`src/ufat_pkg.sv`:
```
// ufat_pkg: shared types, constants and small tables for the unix-seconds to
// fat timestamp pipeline. No dependencies; imported by every module in src.
package ufat_pkg;

  // seconds per civil day
  localparam logic [16:0] SECS_PER_DAY = 17'd86400;

  // range limits in seconds: 1980-01-01 00:00:00 and 2108-01-01 00:00:00
  localparam logic [32:0] SECS_FIRST = 33'd315532800;
  localparam logic [32:0] SECS_PAST  = 33'd4354819200;

  // day index of 1600-03-01 is days + DOE_OFFSET; one era is DAYS_PER_ERA days
  localparam logic [17:0] DOE_OFFSET   = 18'd135080;
  localparam logic [17:0] DAYS_PER_ERA = 18'd146097;
  localparam logic [17:0] ERA_LAST_DAY = 18'd146096;

  // first year of the two eras that cover the fat range
  localparam logic [11:0] YEAR_ERA_LO = 12'd1600;
  localparam logic [11:0] YEAR_ERA_HI = 12'd2000;
  localparam logic [11:0] FAT_BASE_YEAR = 12'd1980;

  // reciprocals for exact constant division: ceil(2^shift / divisor)
  localparam int DAY_SHIFT = 36;
  localparam longint unsigned DAY_RECIP = ((64'd1 << DAY_SHIFT) + 64'd674) / 64'd675;
  localparam int Q1460_SHIFT = 29;
  localparam longint unsigned Q1460_RECIP = ((64'd1 << Q1460_SHIFT) + 64'd1459) / 64'd1460;
  localparam int YOE_SHIFT = 27;
  localparam longint unsigned YOE_RECIP = ((64'd1 << YOE_SHIFT) + 64'd364) / 64'd365;
  localparam int HR_SHIFT = 29;
  localparam longint unsigned HR_RECIP = ((64'd1 << HR_SHIFT) + 64'd3599) / 64'd3600;
  localparam int MN_SHIFT = 18;
  localparam longint unsigned MN_RECIP = ((64'd1 << MN_SHIFT) + 64'd59) / 64'd60;
  localparam int MP_SHIFT = 20;
  localparam longint unsigned MP_RECIP = ((64'd1 << MP_SHIFT) + 64'd152) / 64'd153;

  localparam logic [11:0] SECS_PER_HOUR = 12'd3600;
  localparam logic [5:0]  SECS_PER_MIN  = 6'd60;

  // saturated words
  localparam logic [31:0] FAT_WORD_MIN = (32'd1 << 21) | (32'd1 << 16);
  localparam logic [31:0] FAT_WORD_MAX = (32'd127 << 25) | (32'd12 << 21) |
                                         (32'd31 << 16) | (32'd23 << 11) |
                                         (32'd59 << 5) | 32'd29;

  // days split from seconds, day of era and range flags
  typedef struct packed {
    logic [16:0] tod;
    logic [17:0] doe;
    logic        era_hi;
    logic        below;
    logic        above;
  } ufat_split_t;

  // civil fields ahead of final packing
  typedef struct packed {
    logic [8:0] doy;
    logic [4:0] mp;
    logic [8:0] yoe;
    logic       era_hi;
    logic [4:0] hr;
    logic [5:0] mn;
    logic [5:0] sc;
    logic       below;
    logic       above;
  } ufat_civil_t;

  // doe / 36524 by comparison
  function automatic logic [2:0] div_36524(input logic [17:0] doe);
    logic [2:0] q;
    q = 3'd0;
    for (int k = 1; k < 8; k++) begin
      q = q + 3'(doe >= 18'(k * 36524));
    end
    return q;
  endfunction

  // yoe / 100 by comparison
  function automatic logic [2:0] div_100(input logic [8:0] yoe);
    logic [2:0] q;
    q = 3'd0;
    for (int k = 1; k < 6; k++) begin
      q = q + 3'(yoe >= 9'(k * 100));
    end
    return q;
  endfunction

  // first day of year (march based) for each month index: (153*mp+2)/5
  function automatic logic [8:0] month_start(input logic [4:0] mp);
    logic [8:0] ofs;
    case (mp)
      5'd0:    ofs = 9'd0;
      5'd1:    ofs = 9'd31;
      5'd2:    ofs = 9'd61;
      5'd3:    ofs = 9'd92;
      5'd4:    ofs = 9'd122;
      5'd5:    ofs = 9'd153;
      5'd6:    ofs = 9'd184;
      5'd7:    ofs = 9'd214;
      5'd8:    ofs = 9'd245;
      5'd9:    ofs = 9'd275;
      5'd10:   ofs = 9'd306;
      5'd11:   ofs = 9'd337;
      default: ofs = 9'd0;
    endcase
    return ofs;
  endfunction

endpackage

```
`src/ufat_daysplit.sv`:
```
// ufat_daysplit: two pipeline stages that split seconds into days and time of
// day, then fold the day count into a day of the 400-year era. Uses ufat_pkg.
module ufat_daysplit
  import ufat_pkg::*;
(
  input  logic        clk,
  input  logic        rst_n,
  input  logic        in_valid,
  output logic        in_ready,
  input  logic [32:0] in_secs,
  output logic        out_valid,
  input  logic        out_ready,
  output ufat_split_t out_data
);

  logic        s1_v_r;
  logic [32:0] s1_secs_r;
  logic [16:0] s1_days_r;
  logic        s1_below_r;
  logic        s1_above_r;
  logic        s2_v_r;
  ufat_split_t s2_data_r;

  logic        s1_adv;
  logic        s2_adv;
  logic [52:0] day_prod;
  logic [16:0] days_nxt;
  logic [32:0] tod_full;
  logic [17:0] shifted;
  logic        era_hi;
  ufat_split_t s2_nxt;

  // stage advance: a stage moves when it is empty or the next one moves
  assign s2_adv   = !s2_v_r || out_ready;
  assign s1_adv   = !s1_v_r || s2_adv;
  assign in_ready = s1_adv;

  // days = secs / 86400 as (secs >> 7) / 675 by reciprocal
  assign day_prod = 53'(in_secs[32:7]) * 53'(DAY_RECIP);
  assign days_nxt = day_prod[DAY_SHIFT+16:DAY_SHIFT];

  always_ff @(posedge clk) begin
    if (!rst_n) begin
      s1_v_r <= 1'b0;
    end else if (s1_adv) begin
      s1_v_r <= in_valid;
    end
  end

  always_ff @(posedge clk) begin
    if (s1_adv) begin
      s1_secs_r  <= in_secs;
      s1_days_r  <= days_nxt;
      s1_below_r <= (in_secs < SECS_FIRST);
      s1_above_r <= (in_secs >= SECS_PAST);
    end
  end

  // remainder of the day and day of era
  assign tod_full = s1_secs_r - 33'(s1_days_r) * 33'(SECS_PER_DAY);
  assign shifted  = 18'(s1_days_r) + DOE_OFFSET;
  assign era_hi   = (shifted >= DAYS_PER_ERA);

  always_comb begin
    s2_nxt.tod    = tod_full[16:0];
    s2_nxt.doe    = era_hi ? (shifted - DAYS_PER_ERA) : shifted;
    s2_nxt.era_hi = era_hi;
    s2_nxt.below  = s1_below_r;
    s2_nxt.above  = s1_above_r;
  end

  always_ff @(posedge clk) begin
    if (!rst_n) begin
      s2_v_r <= 1'b0;
    end else if (s2_adv) begin
      s2_v_r <= s1_v_r;
    end
  end

  always_ff @(posedge clk) begin
    if (s2_adv) begin
      s2_data_r <= s2_nxt;
    end
  end

  assign out_valid = s2_v_r;
  assign out_data  = s2_data_r;

endmodule

```
`src/ufat_civil.sv`:
```
// ufat_civil: four pipeline stages that turn a day of era into year of era,
// day of year and month index, and time of day into hour, minute, second.
// Uses ufat_pkg.
module ufat_civil
  import ufat_pkg::*;
(
  input  logic        clk,
  input  logic        rst_n,
  input  logic        in_valid,
  output logic        in_ready,
  input  ufat_split_t in_data,
  output logic        out_valid,
  input  logic        out_ready,
  output ufat_civil_t out_data
);

  // stage 1 registers
  logic        c1_v_r;
  logic [17:0] c1_doe_r;
  logic [7:0]  c1_q1460_r;
  logic [2:0]  c1_q36524_r;
  logic        c1_last_r;
  logic [4:0]  c1_hr_r;
  logic [16:0] c1_tod_r;
  logic        c1_era_r;
  logic        c1_below_r;
  logic        c1_above_r;
  // stage 2 registers
  logic        c2_v_r;
  logic [17:0] c2_doe_r;
  logic [8:0]  c2_yoe_r;
  logic [4:0]  c2_hr_r;
  logic [11:0] c2_mrem_r;
  logic        c2_era_r;
  logic        c2_below_r;
  logic        c2_above_r;
  // stage 3 registers
  logic        c3_v_r;
  logic [8:0]  c3_doy_r;
  logic [8:0]  c3_yoe_r;
  logic [4:0]  c3_hr_r;
  logic [11:0] c3_mrem_r;
  logic [5:0]  c3_mn_r;
  logic        c3_era_r;
  logic        c3_below_r;
  logic        c3_above_r;
  // stage 4 registers
  logic        c4_v_r;
  ufat_civil_t c4_data_r;

  logic c1_adv;
  logic c2_adv;
  logic c3_adv;
  logic c4_adv;

  logic [36:0] q1460_prod;
  logic [34:0] hr_prod;
  logic [17:0] yoe_num;
  logic [36:0] yoe_prod;
  logic [11:0] mrem_nxt;
  logic [17:0] yoe_days;
  logic [17:0] doy_full;
  logic [24:0] mn_prod;
  logic [11:0] mp_num;
  logic [24:0] mp_prod;
  logic [5:0]  sc_nxt;
  ufat_civil_t c4_nxt;

  // stage advance chain
  assign c4_adv   = !c4_v_r || out_ready;
  assign c3_adv   = !c3_v_r || c4_adv;
  assign c2_adv   = !c2_v_r || c3_adv;
  assign c1_adv   = !c1_v_r || c2_adv;
  assign in_ready = c1_adv;

  always_ff @(posedge clk) begin
    if (!rst_n) begin
      c1_v_r <= 1'b0;
      c2_v_r <= 1'b0;
      c3_v_r <= 1'b0;
      c4_v_r <= 1'b0;
    end else begin
      if (c1_adv) begin
        c1_v_r <= in_valid;
      end
      if (c2_adv) begin
        c2_v_r <= c1_v_r;
      end
      if (c3_adv) begin
        c3_v_r <= c2_v_r;
      end
      if (c4_adv) begin
        c4_v_r <= c3_v_r;
      end
    end
  end

  // stage 1: leap corrections of the era and the hour
  assign q1460_prod = 37'(in_data.doe) * 37'(Q1460_RECIP);
  assign hr_prod    = 35'(in_data.tod) * 35'(HR_RECIP);

  always_ff @(posedge clk) begin
    if (c1_adv) begin
      c1_doe_r    <= in_data.doe;
      c1_q1460_r  <= q1460_prod[Q1460_SHIFT+7:Q1460_SHIFT];
      c1_q36524_r <= div_36524(in_data.doe);
      c1_last_r   <= (in_data.doe >= ERA_LAST_DAY);
      c1_hr_r     <= hr_prod[HR_SHIFT+4:HR_SHIFT];
      c1_tod_r    <= in_data.tod;
      c1_era_r    <= in_data.era_hi;
      c1_below_r  <= in_data.below;
      c1_above_r  <= in_data.above;
    end
  end

  // stage 2: year of era and seconds within the hour
  assign yoe_num  = c1_doe_r - 18'(c1_q1460_r) + 18'(c1_q36524_r) - 18'(c1_last_r);
  assign yoe_prod = 37'(yoe_num) * 37'(YOE_RECIP);
  assign mrem_nxt = 12'(c1_tod_r - 17'(c1_hr_r) * 17'(SECS_PER_HOUR));

  always_ff @(posedge clk) begin
    if (c2_adv) begin
      c2_doe_r   <= c1_doe_r;
      c2_yoe_r   <= yoe_prod[YOE_SHIFT+8:YOE_SHIFT];
      c2_hr_r    <= c1_hr_r;
      c2_mrem_r  <= mrem_nxt;
      c2_era_r   <= c1_era_r;
      c2_below_r <= c1_below_r;
      c2_above_r <= c1_above_r;
    end
  end

  // stage 3: day of year and minute
  assign yoe_days = 18'(c2_yoe_r) * 18'd365 + 18'(c2_yoe_r[8:2]) - 18'(div_100(c2_yoe_r));
  assign doy_full = c2_doe_r - yoe_days;
  assign mn_prod  = 25'(c2_mrem_r) * 25'(MN_RECIP);

  always_ff @(posedge clk) begin
    if (c3_adv) begin
      c3_doy_r   <= doy_full[8:0];
      c3_yoe_r   <= c2_yoe_r;
      c3_hr_r    <= c2_hr_r;
      c3_mrem_r  <= c2_mrem_r;
      c3_mn_r    <= mn_prod[MN_SHIFT+5:MN_SHIFT];
      c3_era_r   <= c2_era_r;
      c3_below_r <= c2_below_r;
      c3_above_r <= c2_above_r;
    end
  end

  // stage 4: march-based month index and second
  assign mp_num  = 12'(c3_doy_r) * 12'd5 + 12'd2;
  assign mp_prod = 25'(mp_num) * 25'(MP_RECIP);
  assign sc_nxt  = 6'(c3_mrem_r - 12'(c3_mn_r) * 12'(SECS_PER_MIN));

  always_comb begin
    c4_nxt.doy    = c3_doy_r;
    c4_nxt.mp     = mp_prod[MP_SHIFT+4:MP_SHIFT];
    c4_nxt.yoe    = c3_yoe_r;
    c4_nxt.era_hi = c3_era_r;
    c4_nxt.hr     = c3_hr_r;
    c4_nxt.mn     = c3_mn_r;
    c4_nxt.sc     = sc_nxt;
    c4_nxt.below  = c3_below_r;
    c4_nxt.above  = c3_above_r;
  end

  always_ff @(posedge clk) begin
    if (c4_adv) begin
      c4_data_r <= c4_nxt;
    end
  end

  assign out_valid = c4_v_r;
  assign out_data  = c4_data_r;

endmodule

```
`src/unix_seconds_to_fat_timestamp.sv`:
```
// Converts seconds since 1970-01-01 00:00:00 UTC into the 32-bit FAT date and
// time word; dates before 1980 or after 2107 saturate and raise out_of_range.
// The pipeline takes one beat per clock while the output is not stalled:
// two stages split the count into days and time of day, four stages derive
// the civil date and the clock fields by constant reciprocal multiplies, and
// a last stage packs the word. Stalls back up stage by stage, so empty stages
// still fill while the output waits. Depends on ufat_pkg, ufat_daysplit and
// ufat_civil.
module unix_seconds_to_fat_timestamp
  import ufat_pkg::*;
(
  input  logic        clk,
  input  logic        rst_n,
  input  logic        in_valid,
  output logic        in_stall,
  input  logic [32:0] in_unix_seconds,
  output logic        out_valid,
  input  logic        out_stall,
  output logic [31:0] out_fat_timestamp,
  output logic        out_out_of_range
);

  logic        split_valid;
  logic        split_ready;
  logic        split_in_ready;
  ufat_split_t split_data;
  logic        civil_valid;
  logic        civil_ready;
  ufat_civil_t civil_data;

  logic        out_valid_r;
  logic [31:0] word_r;
  logic        range_r;

  logic [8:0]  day_full;
  logic [4:0]  day_nxt;
  logic [3:0]  mon_nxt;
  logic [11:0] year_nxt;
  logic [11:0] yoff_full;
  logic [31:0] word_nxt;
  logic        range_nxt;

  ufat_daysplit u_daysplit (
    .clk       (clk),
    .rst_n     (rst_n),
    .in_valid  (in_valid),
    .in_ready  (split_in_ready),
    .in_secs   (in_unix_seconds),
    .out_valid (split_valid),
    .out_ready (split_ready),
    .out_data  (split_data)
  );

  ufat_civil u_civil (
    .clk       (clk),
    .rst_n     (rst_n),
    .in_valid  (split_valid),
    .in_ready  (split_ready),
    .in_data   (split_data),
    .out_valid (civil_valid),
    .out_ready (civil_ready),
    .out_data  (civil_data)
  );

  assign in_stall    = !split_in_ready;
  assign civil_ready = !out_valid_r || !out_stall;

  // day of month, calendar month and year
  assign day_full  = civil_data.doy - month_start(civil_data.mp) + 9'd1;
  assign day_nxt   = day_full[4:0];
  assign mon_nxt   = (civil_data.mp < 5'd10) ? 4'(civil_data.mp + 5'd3)
                                             : 4'(civil_data.mp - 5'd9);
  assign year_nxt  = 12'(civil_data.yoe)
                   + (civil_data.era_hi ? YEAR_ERA_HI : YEAR_ERA_LO)
                   + 12'(mon_nxt <= 4'd2);
  assign yoff_full = year_nxt - FAT_BASE_YEAR;

  // pack and saturate
  always_comb begin
    range_nxt = civil_data.below || civil_data.above;
    if (civil_data.below) begin
      word_nxt = FAT_WORD_MIN;
    end else if (civil_data.above) begin
      word_nxt = FAT_WORD_MAX;
    end else begin
      word_nxt = {yoff_full[6:0], mon_nxt, day_nxt, civil_data.hr,
                  civil_data.mn, civil_data.sc[5:1]};
    end
  end

  // output register
  always_ff @(posedge clk) begin
    if (!rst_n) begin
      out_valid_r <= 1'b0;
    end else if (civil_ready) begin
      out_valid_r <= civil_valid;
    end
  end

  always_ff @(posedge clk) begin
    if (civil_ready) begin
      word_r  <= word_nxt;
      range_r <= range_nxt;
    end
  end

  assign out_valid         = out_valid_r;
  assign out_fat_timestamp = word_r;
  assign out_out_of_range  = range_r;

endmodule

```
`config.mk`:
```
export PLATFORM = sky130hd
export DESIGN_NAME = unix_seconds_to_fat_timestamp
export DESIGN_NICKNAME = d
export VERILOG_FILES = /design/src/ufat_pkg.sv /design/src/ufat_daysplit.sv /design/src/ufat_civil.sv /design/src/unix_seconds_to_fat_timestamp.sv
export SDC_FILE = /design/constraint.sdc
export NUM_CORES = 2
export LEC_CHECK = 0
export BUFFER_PORTS_ARGS = -buffer_cell sky130_fd_sc_hd__buf_2
export CORE_ASPECT_RATIO = 1.25
export CORE_MARGIN = 2
export CORE_UTILIZATION = 55
export DETAILED_ROUTE_END_ITERATION = 6
export MAX_ROUTING_LAYER = met4
export PLACE_DENSITY = 0.75
export SLEW_MARGIN = 30
export SYNTH_ARGS = -nofsm -noshare
export SYNTH_HDL_FRONTEND = slang
export SYNTH_HIERARCHICAL = 1
export SYNTH_SLANG_ARGS = --single-unit
```
`constraint.sdc`:
```
create_clock -name clk -period 11.38 [get_ports clk]
set_input_delay 2.276 -clock clk [delete_from_list [all_inputs] [get_ports clk]]
set_output_delay 2.276 -clock clk [all_outputs]
set_load 0.02 [all_outputs]
```
==> summary.txt <==
Global routing
  – Initial antenna violation count: 2
  – Total GRT Usage: 22.9%
  – Vias in the first global route: between 20000 and 30000
  – Total gr overflow: 0
  – Largest net degree at the start of global routing: ~50
  – Wire length of the first global-routing pass: around 150 mm

CTS
  – CTS Root Cell: clkbuf_16
  – Worst-path clk slew: 0.06 ns
  – TritonCTS Sinks: approximately 270
  – Clk buf depth: 3
  – Worst-Skew Late Latency: about 0.6 ns
  – CTS tree: built
  – Setup bufs post-CTS: 0
  – Cts hold-fix bufs: 0
  – CTS buffer count: 27
  – Htree depth: 1
  – CTS resizes: 0

Route
  – Vias/cell: ~5.3
  – Wire per inst: 17.0 um
  – DR vias: between 20000 and 30000
  – Router iterations before antenna repair: 5
  – Post-route antenna net violation count: 0
  – Residual DRC: 0
  – Iter 0 DRT Violations: about 1100
  – Final wirelength: between 80 and 90 mm

Place
  – Placed insts: 5149
  – Placed cell area: 45300 um^2
  – Detailed Place HPWL: 75.3 mm
  – I/O Buffers: slightly above 70
  – Gpl congestion: about 0.96

Die
  – Die width: roughly 260 um
  – Num ports: between 70 and 80
  – DIE HEIGHT: between 300 and 400 um
  – Starting Density: about 55%
  – Die area: between 80000 and 90000 um^2
  – Cell Rows: about 120
  – Core Region: between 70000 and 80000 um^2

Synthesis
  – Synth warn: 6
  – Post-Syn Instances: 4018
  – Mean Syn Cell Area: between 10 and 15 um^2
  – Netlist Area Pre-Place: ~44000 um^2
  – Syn nets: 5722

Worst setup path
  – Crit path DAT: a little under 10 ns
  – Cell mode on critical path: fa_1
  – Crit path max-delay cell type: fa_1
  – Worst-path maximum fanout: 4
  – CP startpoint kind: flop
  – Critical path class: flop to flop
  – Crit. End Element: flop
  – CP Data Required Time: between 10 and 15 ns
  – CP peak stage delay: between 0.5 and 0.6 ns

Final layout
  – Fillers: roughly 6500
  – Flip-flop and latch area: 8130 um^2
  – Most common cell after layout, fill and taps aside: ha_1
  – Area of the multi-input gates: 31500 um^2
  – Nets@finish: approximately 6000
  – Commonest cells after routing, fill and taps aside: ha_1 (1118), inv_1 (1023), fa_1 (549)
  – Layout cells sized above 1: ~4.1%
  – Final Instance Count excl. Fillers: 5201
  – Area Overhead vs Synth: 6.17%
  – Cell area after layout: 46200 um^2

Timing
  – Min Tclk post-route: roughly 9.6 ns
  – Crit share post-route: a little over four fifths
  – Max-slew violation count: 0
  – # setup viols final: 0
  – Layout Skew: 0.0461 ns
  – Unrepaired setup endpoints after global routing: no
  – Relative slew slack: a little under two fifths
  – Final hold vios: 0
  – Achievable Freq: 0.105 GHz
  – Worst-Margin Slew: between 0.9 and 1 ns
  – Setup TNS: 0 ns

Run
  – Max-Cap Viols: 0

Worst hold path
  – HP Class: flop to flop

Run status
  – Status: completed
-- registers in the layout, summed over array words and instances (netlist names), 5 cells and up --
signal                cells
u_civil/c1_doe_r         18
u_civil/c3_doy_r          9
out_fat_timestamp        32
u_civil/out_data         36
u_civil/c3_yoe_r          7
u_daysplit/s1_secs_r     17
u_civil/c2_yoe_r          9
u_civil/c1_q1460_r        8
u_civil/c1_tod_r         12
u_daysplit/s1_days_r     17
u_civil/c3_mrem_r         5
u_daysplit/out_data      38
u_civil/c3_hr_r           5
u_civil/c2_doe_r          9
u_civil/c2_hr_r           5
u_civil/c2_mrem_r        12
u_civil/c3_mn_r           6
u_civil/c1_hr_r           5
-- path summary, 6_finish.rpt --
| kind | cells past startpoint | from | slack, ns | endpoint |
|---|---|---|---|---|
| max | 32 | u_civil/c1_doe_r[0] | 1.82 | u_civil/c2_yoe_r[8] |
| min | 0 | u_civil/c2_era_r | 0.38 | u_civil/c3_era_r |
| max reg2reg | 32 | u_civil/c1_doe_r[0] | 1.82 | u_civil/c2_yoe_r[8] |
| min reg2reg | 0 | u_civil/c2_era_r | 0.38 | u_civil/c3_era_r |
-- worst max-delay path: cells and delay by family (launching register included) --
| family | cells | cell delay [ns] |
|---|---|---|
| xor+xnor | 3 | 0.95 |
| buf+inv | 5 | 0.25 |
| fa+ha+maj | 11 | 4.76 |
| flops | 1 | 0.42 |
| compound gates | 13 | 2.95 |
-- per-stage QoR --
stage	util (%)	setup slack, ns	hold slack, ns
finish	58.8	1.82	0.384
global route	58.8	1.48	0.386
CTS	58.8	1.86	0.372
detailed placement	57.7	1.88	0.405
global placement	57.6	2.21	0.401
floorplan	-	2.72	0.400
-- layout make-up --
class / count / share of cell area (%)
antenna: 2 / 0.0108
clock buffer: 29 / 1.48
clock inverter: 20 / 0.447
inverter: 1025 / 8.32
multi-input combinational: 2706 / 68.2
sequential: 273 / 17.6
tap: 1053 / 2.85
timing repair buffer: 93 / 1.13
-- metal layers --
metal,vias to the layer above,wire length [um],track usage (%),share of wire [%]
met5,-,0,-,0
met4,0,3850,9.34,4.3
li1,13300,-,-,-
met3,216,2640,1.89,3.0
met2,523,47300,42.5,53
met1,13600,34800,25.4,39
Power is left out: the tool's default activity adds up to more than one toggle a clock period on the data nets, which glitch-free logic cannot reach.
